`src/rtl/lfb_ram.sv`:
```
// Generic single-port RAM, registered read, read-before-write.
`timescale 1ns / 1ps
`default_nettype none
module lfb_ram #(
  parameter int DEPTH = 256,
  parameter int WIDTH = 8,
  parameter int AW    = $clog2(DEPTH)
) (
  input  wire logic             clk,
  input  wire logic [AW-1:0]    addr,
  input  wire logic             we,
  input  wire logic [WIDTH-1:0] wdata,
  output logic      [WIDTH-1:0] rdata
);

  logic [WIDTH-1:0] mem [DEPTH];

  always_ff @(posedge clk) begin
    if (we) begin
      mem[addr] <= wdata;
    end
    rdata <= mem[addr];
  end

endmodule
`default_nettype wire

```
`config.mk`:
```
export PLATFORM = sky130hd
export DESIGN_NAME = lfb_ram
export DESIGN_NICKNAME = d
export VERILOG_FILES = /design/src/rtl/lfb_ram.sv
export SDC_FILE = /design/constraint.sdc
export NUM_CORES = 2
export LEC_CHECK = 0
export BUFFER_PORTS_ARGS = -buffer_cell sky130_fd_sc_hd__buf_2
export CORE_ASPECT_RATIO = 0.6
export CORE_UTILIZATION = 45
export DETAILED_ROUTE_END_ITERATION = 7
export SYNTH_ARGS = -nofsm -noshare
export SYNTH_HDL_FRONTEND = slang
export SYNTH_SLANG_ARGS = --single-unit
```
`constraint.sdc`:
```
create_clock -name clk -period 3.7 [get_ports clk]
set_input_delay 0.925 -clock clk [delete_from_list [all_inputs] [get_ports clk]]
set_output_delay 0.925 -clock clk [all_outputs]
set_load 0.03 [all_outputs]
```
# == Yosys cells after proc, flatten, opt, wreduce, memory -nomap -nowiden ==
# Memories as Yosys holds them, arrays and structs flattened. A register that Yosys moved wholly into a read port is not among the register bits.
# Index checks and enable logic that the tools add are counted.
# classes
mux,2
# op_table
op,count
2-to-1 mux 1 bit,2
# word_totals
ram_bits,2048
in_bits,18
n_memories,1
reg_bits,0
out_inout_bits,8
# memory_table
memory,words,word_bits,rd,rd_clocked_by_memory_dff,write_ports,line_no,text
mem,256,8,1,1,1,16,logic [WIDTH-1:0] mem [DEPTH];

# == Depth between registers and ports, before layout ==
# logic_depth
word_depth,2
ltp_mapped,10

# == Worst setup path after synthesis ==
# OpenSTA, ideal clock, no wires.
# synth_timing
path_type,input to register
start,input port addr[1]
end,memory mem[111][0] (enable)
path_buffers,5
t_arrival_ps,2774
t_required_ps,3330
stages,9
path_slack_ps,556
path_cell_list,buf_2 > clkbuf_1 > clkbuf_1 > nand2_1 > buf_2 > nor2_1 > nand2_1 > clkbuf_1 > nor2_1
# synth_lines
item,line_no,text
from (decl),10,"input wire logic [AW-1:0] addr,"
to (decl),16,
# No word-level cell before the write port.

==> results.txt <==
Syn Nets -> 3565
outcome -> finished clean
pwr dens -> 514 nW/um^2
Initial DRT Pass Iterations -> 5
max_slew headroom -> 14.3%
crit-path max FO -> 22
Critical Path RT -> 4.39 ns
met3 Usage GRT -> 8.26%
Leak -> 0.0287 uW
die area -> 176000 um^2
Slew Viols, Final -> 0
Root Driver -> clkbuf_16
Worst EP arrival -> 4.17 ns
Core ar. -> 173000 um^2
grt total ovfl -> 0
# H-tree levels -> 4
Yosys cell types -> 22
grt met2 use -> 30.9%
GR Layer Usage met1 -> 36.7%
Worst R2R Start -> mem[222][7]
vias -> 39400
Power, Total -> 46900 uW
most common cell after layout, fill and taps aside -> edfxtp_1
Fmax -> 287 MHz
GR peak layer -> met1
sequential-to-total area share from yosys stat -> 78.6%
Post-Layout Cell Count -> 6564
vias in the first global route -> 39000
GRT Util Overall -> 23.3%
skew final -> 0.0385 ns
final net count -> 4101
initial antenna violation count -> 14
Synth warnings -> 0
syn_area_per_cell -> 22.1 um^2
hold wc startpoint -> wdata[7]
Area growth syn-to-layout -> 16.3%
layout cells sized above 1 -> 32.3%
Register Area -> 61700 um^2
die height -> 326 um
multi-input logic area -> 15800 um^2
Worst path slowest cell -> o41ai_1
Initial Utilization -> 45.4%
ANT nets after route -> 0
routability cong. -> 0.832
commonest cells after routing, fill and taps aside -> edfxtp_1 (2048), mux4_2 (512), buf_4 (495), a22oi_1 (256), nor2_1 (231)
#FFs+latches synth -> 2056
Design Area, Final -> 91300 um^2
TritonCTS Sinks -> 2056
drt drc -> 0
max-cap viol count -> 0
critical path, cell by cell -> buf_8, buf_4, buf_12, mux4_2, a22oi_1, a21oi_1, o41ai_1, buf_4, nand4_1
cell mode on critical path -> buf_4
Syn Inst Count -> 3547
# rows -> 118
crit end category -> register
clock buffer count from CTS -> 188
fraction of the cycle the final worst path needs -> 94.1%
final setup fails -> 0
Mapped Area -> 78500 um^2
Crit. Startpoint -> addr[0]
Fin. Hold Viols -> 0
crit start category -> input port
final worst hold slack -> 0.517 ns
num ports -> 26
Worst Max-Slew Pin Slew -> 1.29 ns
CTS tree -> yes
pre-CTS setup slack -> -0.923 ns
global-route wire length before repair -> 292000 um
Final Worst Setup Slack -> 0.217 ns
peak supply drop -> 0.000411 V
fill count -> 13300
largest net degree at the start of global routing -> 102
Hold Path Class -> input port to register
RSZ-0062 raised after global routing -> no
min Tclk post-route -> 3.48 ns
total wire length -> 204000 um
die width -> 541 um
Clk Latency, worst-skew pair -> 0.83 ns
CP max stage delay -> 0.99 ns
Reg clk slew, reported paths -> 0.06 ns
Iteration-0 DRC Markers -> 5518
dpl cells -> 6233
Final HPWL DP -> 130000 um
Crit Path Class -> input port to register
clock buffer depth -> 4
routed len/inst -> 31.1 um
Vias/cell -> 6.01
port bufs -> 25
dpl cell area -> 85500 um^2
synthesized netlist by cell type, drive strengths merged:
cell | number | area share [%]
inv | 1 | 0.0048
a22oi | 256 | 2.4
or3 | 1 | 0.0080
edfxtp | 2048 | 78
nand3 | 13 | 0.083
nand2 | 28 | 0.13
mux4 | 512 | 15
and2 | 3 | 0.024
nand4 | 8 | 0.064
nand2b | 6 | 0.048
clkbuf | 145 | 0.69
nor2b | 7 | 0.056
buf | 87 | 0.70
o41ai | 32 | 0.36
a21oi | 128 | 0.82
or2 | 2 | 0.016
nor3 | 30 | 0.19
dfxtp | 8 | 0.20
nor2 | 232 | 1.1
report_power, final:
part / switching, uW / internal, uW / total, uW
sequential: 40.2 / 25700 / 25700
clock: 8460 / 10400 / 18800
combinational: 1530 / 896 / 2430
worst paths after layout:
check | end | slack (ns) | cells past startpoint
worst max-delay path | rdata[7] | 0.22 | 9
worst min-delay path | mem[16][7] | 0.52 | 1
worst min register to register | rdata[1] | 1.02 | 5
worst max register to register | rdata[7] | 0.79 | 6
critical path, delay by kind of cell:
family                 cells  cell delay, ns
AND/OR/NAND/NOR            1            0.10
buffers and inverters      4            1.03
AO/OA/AOI/OAI              3            1.51
multiplexers               1            0.55
sequential cells by signal, summed over array words and instances, names as in the netlist:
name	flops
mem	2048
rdata	8
metal layers:
| layer | vias up | share of wire (%) |
|---|---|---|
| met2 | 2042 | 41 |
| met3 | 249 | 13 |
| met5 | - | 0.084 |
| li1 | 16200 | - |
| met4 | 12 | 1.8 |
| met1 | 21000 | 44 |
timing repair:
| action | CTS | global route |
|---|---|---|
| hold buffers | 0 | 0 |
| setup buffers | 0 | 0 |
| endpoints found under the setup margin | 1 | 0 |
| gates resized for setup | 1 | 0 |
stage by stage:
stage	TNS, ns	utilization [%]
finish	0	52.8
global route	0	52.8
CTS	0	52.8
detailed placement	-3.29	49.4
global placement	-3.24	49.4
floorplan	0	-
area by class of cell:
| type | instances | share of cell area (%) |
|---|---|---|
| sequential | 2056 | 67.5 |
| multi-input combinational | 1258 | 17.3 |
| timing repair buffer | 578 | 5.59 |
| clock buffer | 223 | 5.36 |
| tap | 2340 | 3.21 |
| clock inverter | 105 | 0.984 |
| antenna | 3 | 0.00822 |
| inverter | 1 | 0.00411 |
kinds of logic after synthesis:
family                 after synthesis  synth area share, %
AO/OA/AOI/OAI                      416                 3.62
buffers and inverters              233                 1.40
flip-flops                        2056                 78.6
multiplexers                       512                 14.7
AND/OR/NAND/NOR                    330                 1.73
Note: power is estimated with default switching activity, not from simulation.
