--- src/rtl/lfb_pkg.sv ---
// Package: layer count, memory geometry, item types and decode record.
`timescale 1ns / 1ps
`default_nettype none
package lfb_pkg;

  localparam int NUM_LAYERS   = 4;
  localparam int ROW_BANKS    = 8;
  localparam int COL_PARITIES = 2;
  localparam int NUM_RAMS     = ROW_BANKS * COL_PARITIES;
  // per RAM: 8 rows of a layer, 8 byte columns of one parity
  localparam int BANK_DEPTH   = NUM_LAYERS * 64;
  localparam int BANK_AW      = $clog2(BANK_DEPTH);
  localparam int READ_ROW_MAX = 56;
  localparam int ROWS         = 64;
  localparam int ROW_BYTES    = 16;

  localparam logic KIND_WRITE = 1'b0;
  localparam logic KIND_READ  = 1'b1;

  typedef struct packed {
    logic       kind;
    logic [1:0] layer;
    logic [7:0] x_pos;
    logic [6:0] y_pos;
    logic       invert;
    logic [7:0] pixel_bits;
    logic [3:0] bit_count;
  } in_item_t;

  typedef struct packed {
    logic [7:0] row_byte_0;
    logic [7:0] row_byte_1;
    logic [7:0] row_byte_2;
    logic [7:0] row_byte_3;
    logic [7:0] row_byte_4;
    logic [7:0] row_byte_5;
    logic [7:0] row_byte_6;
    logic [7:0] row_byte_7;
    logic       read_valid;
    logic       display_touched;
  } out_item_t;

  typedef struct packed {
    logic                              wr_ok;
    logic                              wr_second;
    logic                              rd_ok;
    logic                              par;
    logic [2:0]                        ylo;
    logic [15:0]                       mask;
    logic [15:0]                       bits;
    logic [NUM_RAMS-1:0][BANK_AW-1:0]  addr;
  } dec_t;

endpackage
`default_nettype wire

--- src/rtl/lfb_decode.sv ---
// Item decode: range checks, bit mask and data alignment, per-RAM addresses.
`timescale 1ns / 1ps
`default_nettype none
module lfb_decode (
  input  wire lfb_pkg::in_item_t item,
  output lfb_pkg::dec_t          dec
);

  logic [3:0] col;
  logic [3:0] col1;
  logic [2:0] off;
  logic [3:0] cnt;
  logic [3:0] sh;
  logic [7:0] lmask;
  logic [7:0] lbits;
  logic       layer_ok;
  logic [15:0] mask16;
  logic [15:0] bits16;

  assign col      = item.x_pos[6:3];
  assign col1     = col + 4'd1;
  assign off      = item.x_pos[2:0];
  assign layer_ok = int'(item.layer) < lfb_pkg::NUM_LAYERS;
  assign cnt      = (item.bit_count > 4'd8) ? 4'd8 : item.bit_count;
  assign sh       = 4'd8 - cnt;
  // left-aligned mask and data; empty when the count is zero
  assign lmask    = 8'(8'hff << sh);
  assign lbits    = 8'(item.pixel_bits << sh);
  assign mask16   = {lmask, 8'h00} >> off;
  assign bits16   = ({lbits, 8'h00} >> off) ^ (item.invert ? mask16 : 16'h0000);

  always_comb begin
    logic [6:0] row;
    logic [2:0] colhi;
    dec.wr_ok     = (item.kind == lfb_pkg::KIND_WRITE) && layer_ok && !item.x_pos[7]
                    && (int'(item.y_pos) < lfb_pkg::ROWS);
    dec.wr_second = (mask16[7:0] != 8'h00) && (int'(col) < lfb_pkg::ROW_BYTES - 1);
    dec.rd_ok     = (item.kind == lfb_pkg::KIND_READ) && layer_ok && !item.x_pos[7]
                    && (int'(item.y_pos) <= lfb_pkg::READ_ROW_MAX);
    dec.par       = col[0];
    dec.ylo       = item.y_pos[2:0];
    dec.mask      = mask16;
    dec.bits      = bits16;
    for (int b = 0; b < lfb_pkg::ROW_BANKS; b++) begin
      // row in [y, y+7] that lives in bank b
      row = item.y_pos + 7'(3'(3'(b) - item.y_pos[2:0]));
      for (int q = 0; q < lfb_pkg::COL_PARITIES; q++) begin
        colhi = (1'(q) == col[0]) ? col[3:1] : col1[3:1];
        dec.addr[b * lfb_pkg::COL_PARITIES + q] =
          lfb_pkg::BANK_AW'({item.layer, row[5:3], colhi});
      end
    end
  end

endmodule
`default_nettype wire
--- config.mk ---
export PLATFORM = sky130hd
export DESIGN_NAME = lfb_decode
export DESIGN_NICKNAME = d
export VERILOG_FILES = /design/src/rtl/lfb_pkg.sv /design/src/rtl/lfb_decode.sv
export SDC_FILE = /design/constraint.sdc
export NUM_CORES = 1
export LEC_CHECK = 0
export ABC_AREA = 1
export BUFFER_PORTS_ARGS = -buffer_cell sky130_fd_sc_hd__buf_2
export CORE_MARGIN = 5
export CORE_UTILIZATION = 25
export DETAILED_ROUTE_END_ITERATION = 8
export GPL_TIMING_DRIVEN = 0
export PLACE_DENSITY_LB_ADDON = 0.15
export SKIP_LAST_GASP = 1
export SLEW_MARGIN = 20
export SYNTH_ARGS = -nofsm -noshare
export SYNTH_HDL_FRONTEND = slang
export SYNTH_SLANG_ARGS = --single-unit
--- constraint.sdc ---
create_clock -name vclk -period 4.7
set_clock_uncertainty 0.05 [all_clocks]
set_input_delay 1.41 -clock vclk [all_inputs]
set_output_delay 1.41 -clock vclk [all_outputs]
set_load 0.05 [all_outputs]
== Word level (Yosys, flattened, before mapping) ==
Cells that the tools add are included.
W data, S select, Z words.

* Flip-flop bits (word level): 0
* Input port bits: 31
* Output and inout bits: 167

* Add/sub/neg operators: 18
* Magnitude comparators: 4
* Shifts and indexed selects: 4
* Multiplexer cells: 4
* Bitwise logic cells: 2
* Reductions and logical operators: 7

{| class="wikitable"
|+ Operator list
! cell !! count
|-
| $add A6 B3 Y6 || 8
|-
| $shr A16 B3 Y16 || 2
|-
| $mux W16 || 1
|-
| $xor A16 B16 Y16 || 1
|-
| $sub A3 B3 Y3 const A || 4
|-
| $reduce_bool A8 Y1 || 1
|-
| $shl A8 B4 Y8 || 1
|-
| $shl A8 B4 Y8 const A || 1
|-
| $le A7 B6 Y1 const B || 1
|-
| $lt A7 B7 Y1 const B || 1
|-
| $mux W3 || 2
|-
| $sub A1 B3 Y3 const A || 2
|-
| $sub A2 B3 Y3 const A || 2
|-
| $logic_and A1 B1 Y1 || 5
|-
| $add A4 B1 Y4 const B || 1
|-
| $gt A4 B4 Y1 const B || 1
|-
| $lt A4 B4 Y1 const B || 1
|-
| $mux W4 || 1
|-
| $sub A4 B4 Y4 const A || 1
|-
| $logic_not A1 Y1 || 1
|-
| $not A1 Y1 || 1
|}

== Logic depth before layout (Yosys ltp) ==
Gate-level depths: netlist of the first run.

* Depth after elaboration: 7
* Mapped depth: 20
* Gate-level depth less buffers: 19

== Worst setup path after synthesis of the first run ==
Ideal clock, no wire load.

* Path type: in2out
* Start point: input item[0] in the netlist's numbering
* End point: output dec[130] in the netlist's numbering
* Arrival time: 4.743 ns
* Setup slack: -1.503 ns
* Cell stages on the path: 13
* Buffers on the path: 2
* Cell sequence: nor2_2 nand2_1 nand2_2 buf_4 nand2_1 ha_1 buf_2 nand2_2 o21ai_2 nand2_1 nor3_1 nand2_1 xor2_1

{| class="wikitable"
|+ RTL lines
! item !! RTL line !! RTL
|-
| from (decl) || lfb_decode.sv:5 || <nowiki>input wire lfb_pkg::in_item_t item,</nowiki>
|-
| to (decl) || lfb_decode.sv:6 || <nowiki>output lfb_pkg::dec_t dec</nowiki>
|}

==> results of run 1 <==
==> metal layers <==
layer / global-route usage / part of all wire / up-vias / wire, um
met4: 0.00430 / 0.0029 / 0 / 33
met5: 0 / 0 / - / 0
met1: 0.186 / 0.41 / 1766 / 4610
met2: 0.276 / 0.52 / 134 / 5830
met3: 0.0240 / 0.073 / 4 / 822
li1: - / - / 1996 / -
==> power breakdown <==
| group | internal, W | total (W) | switching [W] |
|---|---|---|---|
| clock | 0 | 0 | 0 |
| sequential | 0 | 0 | 0 |
| combinational | 0.000403 | 0.00124 | 0.000833 |
| total | 0.000403 | 0.00124 | 0.000833 |
==> placed cells by master, fill, tap and decap left out, types with 3 or more instances in the layout <==
cell	n
buf_2	158
buf_4	144
nand2_1	88
nand3_1	57
nand3_2	37
nand2_2	33
inv_1	26
buf_6	19
buf_8	17
nand2_4	13
inv_2	12
ha_1	12
nor2_4	10
xor2_1	10
nor2_1	9
buf_1	7
o21ai_0	6
o21ai_2	6
xor2_4	6
o21ai_4	5
clkbuf_1	5
nor2_2	5
o21ai_1	5
xor2_2	5
nor3_1	4
clkinvlp_4	3
nand4_1	3
o211ai_1	3
xnor2_1	3
clkbuf_4	3
==> cell families (layout without fill, tap and decap cells) <==
kind of cell | Yosys count | in the layout | share of synthesized area
other | 1 | 2 | 0.00129
xor gates and xnor gates | 25 | 25 | 0.0756
and+or+nand+nor | 269 | 269 | 0.422
AOI/OAI and AO/OA | 35 | 35 | 0.0708
adders and majority gates | 14 | 14 | 0.0604
buffers and inverters | 174 | 400 | 0.370
==> final cells by class <==
class | instances | share of cell area
multi-input combinational | 345 | 0.482
timing repair buffer | 229 | 0.281
buffer | 124 | 0.165
tap | 143 | 0.0331
inverter | 47 | 0.0387
==> worst paths after layout <==
check                     from       end  slack, ns
worst max-delay path   item[1]  dec[130]      -0.35
worst min-delay path  item[28]   dec[22]       3.07
==> stage by stage <==
stage / util / setup TNS (ns) / hold WS (ns)
4_1_cts: 0.444 / -3.42 / 3.07
3_3_place_gp: 0.396 / -12.74 / 3.07
6_report: 0.475 / -4.94 / 3.07
5_1_grt: 0.475 / -7.80 / 3.08
3_5_place_dp: 0.396 / -13.95 / 3.07
2_1_floorplan: - / -9.21 / 2.94
==> timing repair <==
| action | 4_1_cts | 5_1_grt |
|---|---|---|
| pin swaps | 43 | 31 |
| hold endpoints to repair | 0 | 0 |
| setup buffers | 26 | 10 |
| gates resized for setup | 111 | 78 |
| setup endpoints to repair | 49 | 37 |
==> impl_metrics.py, run 1 <==
metrics = {
    "finish": {
        "fill_cells": 1164,
        "finish.instance_area_sq_um": 5400,
        "seq_cells": 0,
        "fin_nets": 792,
        "n_antenna_cell": 0,
        "multi_input_area_sq_um": 2600,
        "syn_to_final_growth_pct": 86.3,
        "final-seq-area_sq_um": 0,
        "drive_above_1_share": 0.670,
        "stdcell_count": 888,
        "clkbuf_count": 0,
    },
    "worst_setup_path": {
        "worst_setup_path_end_kind": "output pin",
        "worst-path-buf-inv": 5,
        "cp-start-kind": "input pin",
        "slowest_delay_ns": 0.34,
        "critPathRequiredTime_ns": 3.24,
        "crit_fanout": 5,
        "cp.arrival_ns": 3.59,
        "crit_chain": "buf_8 > nor2_4 > nand2_2 > nand2_2 > buf_6 > nand2_4 > ha_4 > nand2_8 > o21ai_4 > nand2_2 > buf_4 > buf_6 > nor3_4 > nand2_2 > xor2_4 > buf_8",
        "crit_slowest_cell": "ha_4",
        "path_class": "in -> out",
        "cp_common_cell": "nand2_2",
        "crit_cells": 16,
        "crit_family": "simple AND/OR/NAND/NOR gates",
    },
    "sta": {
        "finalCritPeriodShare": 1.07,
        "rsz0062_at_grt": "true",
        "slew-limit-headroom": 0.435,
        "finalHoldViolCount": 0,
        "fin_crit_ns": 5.05,
        "fin_ws_ns": -0.352,
        "setup_viol": 22,
        "worst_pin_slew_ns": 0.838,
        "drv_slew": 0,
        "max_freq_ghz": 0.198,
    },
    "power": {
        "leakagePower_nw": 2.88,
        "vdd_ir_drop_max_uv": 155,
        "cellPowerDensity_nw_per_um2": 229,
        "finalPower_w": 0.00124,
    },
    "synthesis": {
        "yosysWarnings": 0,
        "synthCells": 518,
        "syn_avg_cell_area_sq_um": 5.59,
        "synth_common_cells": "129 x nand2_1, 108 x buf_4, 87 x nand3_1",
        "synth_top_cell_by_area": "buf_4",
        "ys_top_cells_by_area": "buf_4 28%, nand2_1 17%, nand3_1 15%",
        "synth.most_common_cell": "nand2_1",
        "yosysUniqueCellTypes": 32,
        "synth_top_area_frac": 0.280,
        "synthesis.area_sq_um": 2900,
        "ys_seq_area_frac": 0,
    },
    "route": {
        "wl_per_cell_um": 12.7,
        "ant_nets": 0,
        "routed_wl_um": 11300,
        "drt_first_pass_iters": 4,
        "drt_iter0_markers": 199,
        "vias": 3900,
        "viasPerCell": 4.39,
        "route.detailed.drc": 0,
    },
    "floorplan": {
        "die_w_um": 118,
        "die_y_um": 118,
        "rows": 39,
        "ios": 198,
        "core_region_area_sq_um": 11400,
        "die-area_sq_um": 13800,
        "initial_core_util": 0.255,
    },
    "placed_design": {
        "port_buffers": 193,
        "dp.cells": 855,
        "hpwl_um": 9060,
        "placed_cell_area_sq_um": 4500,
        "pre_cts_slack_ns": -0.575,
        "place_congestion": 0.867,
    },
    "run_status": {
        "violations": "negative setup slack",
        "status": "complete, but fails checks",
    },
    "clock_network": {
        "hold_buffers": 0,
    },
    "global_route": {
        "grt_max_degree": 17,
        "grt_pass1_vias": 3764,
        "grt_usage": 0.148,
        "antenna_found_initial": 0,
        "grt_pass1_wl_um": 18200,
        "overflow": 0,
    },
    "flow_run": {
        "max_cap_violations": 0,
    },
    "worst_hold_path": {
        "hold_class": "in -> out",
        "min_path_cells": 2,
    },
}
(Power assumes the default switching activity.)
==> inputs of run 2 (changes only) <==
--- a/config.mk
+++ b/config.mk
@@ -8,7 +8,7 @@
 export ABC_AREA = 1
 export BUFFER_PORTS_ARGS = -buffer_cell sky130_fd_sc_hd__buf_2
 export CORE_MARGIN = 5
-export CORE_UTILIZATION = 25
+export CORE_UTILIZATION = 40
 export DETAILED_ROUTE_END_ITERATION = 8
 export GPL_TIMING_DRIVEN = 0
 export PLACE_DENSITY_LB_ADDON = 0.15
==> impl_metrics.py, run 2 (synthesized netlist as in run 1, its figures left out) <==
metrics = {
    "finish": {
        "clkbuf_count": 0,
        "final_common_cell": "buf_2",
        "finish.instance_area_sq_um": 5450,
        "fill_cells": 543,
        "drive_above_1_share": 0.692,
        "syn_to_final_growth_pct": 88.0,
        "fin_nets": 785,
        "n_antenna_cell": 0,
        "multi_input_area_sq_um": 2760,
        "final_cell_mix": "160 x buf_2, 132 x buf_4, 77 x nand2_1",
        "final-seq-area_sq_um": 0,
        "seq_cells": 0,
    },
    "sta": {
        "worst_pin_slew_ns": 0.761,
        "drv_slew": 0,
        "finalCritPeriodShare": 1.07,
        "setup_viol": 22,
        "finalHoldViolCount": 0,
        "fin_ws_ns": -0.309,
        "max_freq_ghz": 0.200,
        "whs_ns": 3.07,
        "rsz0062_at_grt": "true",
        "slew-limit-headroom": 0.493,
        "fin_crit_ns": 5.01,
    },
    "floorplan": {
        "initial_core_util": 0.406,
        "ios": 198,
        "die_y_um": 95.1,
        "die_w_um": 95.1,
        "core_region_area_sq_um": 7140,
        "rows": 31,
        "die-area_sq_um": 9050,
    },
    "power": {
        "swShare": 0.676,
        "cellPowerDensity_nw_per_um2": 233,
        "vdd_ir_drop_max_uv": 162,
        "clockPowerShare": 0,
        "internal-power_w": 0.000410,
        "power_switching_w": 0.000858,
        "leakagePower_nw": 2.89,
        "seqPwrFrac": 0,
        "comb_power_share": 1.000,
    },
    "worst_setup_path": {
        "crit_path_end": "dec[143]",
        "critPathRequiredTime_ns": 3.24,
        "startpoint": "item[1]",
        "cp.arrival_ns": 3.55,
        "worst_setup_path_end_kind": "output pin",
        "cp-start-kind": "input pin",
        "crit_fanout": 6,
        "path_class": "in -> out",
    },
    "route": {
        "ant_nets": 0,
        "vias": 4081,
        "wl_per_cell_um": 13.9,
        "drt_iter0_markers": 262,
        "wl_met1_um": 4300,
        "wl_met3_um": 1130,
        "viasPerCell": 4.88,
        "drt_first_pass_iters": 5,
        "met2_length_um": 5870,
        "route.detailed.drc": 0,
        "top_layer": "met4",
        "routed_wl_um": 11600,
    },
    "global_route": {
        "antenna_found_initial": 0,
        "grt_usage": 0.218,
        "grt_pass1_wl_um": 16700,
        "grt_pass1_vias": 3761,
        "overflow": 0,
        "grt_max_degree": 17,
    },
    "clock_network": {
        "hold_buffers": 0,
    },
    "placed_design": {
        "hpwl_um": 8420,
        "port_buffers": 193,
        "place_congestion": 0.873,
        "placed_cell_area_sq_um": 4440,
    },
    "run_status": {
        "status": "complete, but fails checks",
        "violations": "negative setup slack",
    },
    "worst_hold_path": {
        "hold_class": "in -> out",
    },
    "flow_run": {
        "max_cap_violations": 0,
    },
}
==> run 2: cell types whose count changed in the layout (fill, tap and decap cells not counted), moves of 4 or more <==
cell     change
nand3_4      +7
buf_6        +4
nand3_1      -5
o21ai_2      -4
nand2_1     -11
inv_2        +5
buf_4       -12
nand2_4      +9
==> run 2: power by group through the flow <==
stage / clock network [W] / registers (W) / logic, W
2_1_floorplan: 0 / 0 / 0.000870
3_3_place_gp: 0 / 0 / 0.00106
3_5_place_dp: 0 / 0 / 0.00106
4_1_cts: 0 / 0 / 0.00117
5_1_grt: 0 / 0 / 0.00133
6_report: 0 / 0 / 0.00127
==> run 2: metrics by stage <==
stage | setup TNS, ns | instances | power, W | util | setup slack, ns
2_1_floorplan | -9.21 | 519 | 0.000870 | - | -0.376
3_3_place_gp | -11.60 | 811 | 0.00106 | 0.622 | -0.524
3_5_place_dp | -13.08 | 811 | 0.00106 | 0.622 | -0.570
4_1_cts | -3.38 | 828 | 0.00117 | 0.692 | -0.244
5_1_grt | -7.29 | 837 | 0.00133 | 0.763 | -0.465
6_report | -4.53 | 837 | 0.00127 | 0.763 | -0.309
==> run 2: cell type report <==
class | count | share of cell area
inverters | 47 | 0.0367
repair buffers | 222 | 0.271
multi-input cells | 345 | 0.506
plain buffers | 124 | 0.163
well taps | 99 | 0.0227
==> run 2: how the worst min path moves through the flow <==
| stage | start | endpoint | slack (ns) | cells after the start |
|---|---|---|---|---|
| 2_1_floorplan | item[28] | dec[102] | 2.94 | 1 |
| 3_3_place_gp | item[18] | dec[125] | 3.07 | 2 |
| 3_5_place_dp | item[18] | dec[117] | 3.07 | 2 |
| 4_1_cts | item[18] | dec[117] | 3.07 | 2 |
| 5_1_grt | item[29] | dec[79] | 3.08 | 2 |
| 6_report | item[18] | dec[117] | 3.07 | 2 |
==> run 2: what timing repair did <==
item	CTS	global route
pin swaps	24	28
buffers inserted	20	9
endpoints found under the setup margin	47	42
gates resized for setup	105	113
==> run 2: layer usage <==
metal / GRT usage / vias to the layer above
met5: 0 / -
met4: 0.0300 / 0
met2: 0.397 / 231
li1: - / 1984
met3: 0.0387 / 38
met1: 0.272 / 1828
==> run 2: critical path: stages <==
cell     delay, ns
buf_8         0.10
nor2_4        0.12
nand2_2       0.07
nand2_4       0.08
buf_6         0.11
nand2_4       0.06
ha_4          0.15
inv_2         0.04
nand3_2       0.08
nand2_4       0.13
nand2_8       0.10
inv_8         0.10
buf_6         0.11
nand3_4       0.08
nand2_2       0.10
nand2_4       0.07
nor2_2        0.11
nand2_1       0.10
xnor2_1       0.18
inv_1         0.07
buf_6         0.15
==> inputs of run 3 (changes only) <==
--- a/config.mk
+++ b/config.mk
@@ -5,14 +5,12 @@
 export SDC_FILE = /design/constraint.sdc
 export NUM_CORES = 1
 export LEC_CHECK = 0
-export ABC_AREA = 1
 export BUFFER_PORTS_ARGS = -buffer_cell sky130_fd_sc_hd__buf_2
 export CORE_MARGIN = 5
 export CORE_UTILIZATION = 40
 export DETAILED_ROUTE_END_ITERATION = 8
 export GPL_TIMING_DRIVEN = 0
 export PLACE_DENSITY_LB_ADDON = 0.15
-export SKIP_LAST_GASP = 1
 export SLEW_MARGIN = 20
 export SYNTH_ARGS = -nofsm -noshare
 export SYNTH_HDL_FRONTEND = slang
==> impl_metrics.py, run 3 <==
metrics = {
    "run_status": {
        "status": "complete, but fails checks",
        "violations": "negative setup slack",
    },
    "finish": {
        "drive_above_1_share": 0.760,
        "fin_nets": 713,
        "final_cell_mix": "156 x buf_2, 143 x buf_4, 37 x buf_6",
        "fill_cells": 487,
        "finish.instance_area_sq_um": 5860,
        "clkbuf_count": 0,
        "syn_to_final_growth_pct": 99.9,
        "final_common_cell": "buf_2",
        "final-seq-area_sq_um": 0,
        "seq_cells": 0,
        "n_antenna_cell": 0,
    },
    "worst_hold_path": {
        "holdCritStartpoint": "item[18]",
        "hold_class": "in -> out",
        "min_path_cells": 2,
    },
    "synthesis": {
        "yosysUniqueCellTypes": 70,
        "yosysWarnings": 0,
        "syn_avg_cell_area_sq_um": 6.93,
        "synthesis.area_sq_um": 2930,
        "synthCells": 423,
        "synth_top_cell_by_area": "buf_4",
        "ys_top_cells_by_area": "buf_4 28%, xnor2_1 6.9%, ha_1 6.0%",
        "ys_seq_area_frac": 0,
        "synth_top_area_frac": 0.276,
        "synth_common_cells": "108 x buf_4, 37 x nand2_1, 37 x nor2_1",
        "synth.most_common_cell": "buf_4",
    },
    "placed_design": {
        "port_buffers": 191,
        "placed_cell_area_sq_um": 4560,
        "hpwl_um": 8490,
        "place_congestion": 0.941,
    },
    "worst_setup_path": {
        "critPathRequiredTime_ns": 3.24,
        "path_class": "in -> out",
        "cp.arrival_ns": 4.02,
        "cp-start-kind": "input pin",
        "startpoint": "item[3]",
        "worst_setup_path_end_kind": "output pin",
        "crit_fanout": 5,
    },
    "route": {
        "ant_nets": 0,
        "route.detailed.drc": 0,
        "drt_iter0_markers": 155,
        "wl_per_cell_um": 16.2,
        "viasPerCell": 5.02,
        "drt_first_pass_iters": 5,
        "routed_wl_um": 12400,
        "vias": 3837,
    },
    "flow_run": {
        "max_cap_violations": 0,
    },
    "clock_network": {
        "hold_buffers": 0,
    },
    "sta": {
        "max_freq_ghz": 0.183,
        "setup_viol": 29,
        "rsz0062_at_grt": "true",
        "drv_slew": 0,
        "worst_pin_slew_ns": 1.02,
        "finalHoldViolCount": 0,
        "finalCritPeriodShare": 1.17,
        "fin_ws_ns": -0.779,
        "slew-limit-headroom": 0.321,
        "fin_crit_ns": 5.48,
    },
    "power": {
        "cellPowerDensity_nw_per_um2": 234,
        "vdd_ir_drop_max_uv": 157,
        "leakagePower_nw": 2.79,
        "finalPower_w": 0.00137,
    },
    "global_route": {
        "grt_usage": 0.223,
        "overflow": 0,
        "antenna_found_initial": 0,
        "grt_pass1_vias": 3472,
        "grt_max_degree": 17,
        "grt_pass1_wl_um": 16800,
    },
    "floorplan": {
        "ios": 198,
        "die-area_sq_um": 9140,
        "rows": 31,
        "die_w_um": 95.6,
        "initial_core_util": 0.407,
        "die_y_um": 95.6,
        "core_region_area_sq_um": 7210,
    },
}
-- run 3: cell count changes after synthesis, sizes merged, moves of 7 or more --
cell   delta
a21oi     +8
nor2     +13
mux2i    +12
nand2    -99
mux2      +7
inv      -33
nand3    -82
xnor2    +20
-- run 3: per-layer routing --
layer  track usage  vias to the layer above  routed length [um]
met5             0                        -                   0
met2         0.424                      208                6560
met4        0.0107                        0                 157
met1         0.281                     1783                4670
li1              -                     1830                   -
met3        0.0237                       16                 963
-- run 3: layout make-up --
type,instances,area (sq um),share of cell area
timing repair buffer,242,1690,0.288
multi-input combinational,280,3000,0.511
tap,99,124,0.0211
buffer,131,982,0.168
inverter,13,73.8,0.0126
-- run 3: path summary, 6_finish.rpt --
kind,to,slack [ns]
max,dec[135],-0.78
min,dec[117],3.07
-- run 3: cells by family after synthesis --
group / after synthesis / synth area share
AOI/OAI and AO/OA: 76 / 0.186
xor gates and xnor gates: 40 / 0.122
adders and majority gates: 14 / 0.0597
buffers and inverters: 144 / 0.336
muxes: 20 / 0.0768
other: 1 / 0.00128
and+or+nand+nor: 128 / 0.218
-- run 3: what timing repair did --
action / 4_1_cts / 5_1_grt
buffers inserted: 29 / 23
resized for setup: 146 / 76
pin swaps: 31 / 27
setup endpoints to repair: 44 / 38
-- run 3: power by group --
part	leakage, nW	total [W]	internal [W]	switching [W]
sequential	0	0	0	0
combinational	2.79	0.00137	0.000503	0.000868
clock	0	0	0	0
-- run 3: metrics by stage --
stage / setup TNS (ns) / instances / hold slack (ns) / setup slack, ns / util
global route: -14.04 / 765 / 3.08 / -0.834 / 0.813
finish: -12.43 / 765 / 3.07 / -0.779 / 0.813
global placement: -23.36 / 714 / 3.07 / -1.21 / 0.632
floorplan: -8.92 / 424 / 2.88 / -0.689 / -
CTS: -10.09 / 743 / 3.07 / -0.745 / 0.745
detailed placement: -25.52 / 714 / 3.07 / -1.30 / 0.632
-- run 3: worst max-delay path: stages --
cell	delay, ns
buf_12	0.11
buf_8	0.11
nand2b_4	0.15
ha_4	0.17
buf_8	0.12
or3b_4	0.40
o211ai_4	0.13
nand3_1	0.15
and2_4	0.19
mux4_2	0.52
o21ba_4	0.25
xor2_4	0.15
buf_8	0.15
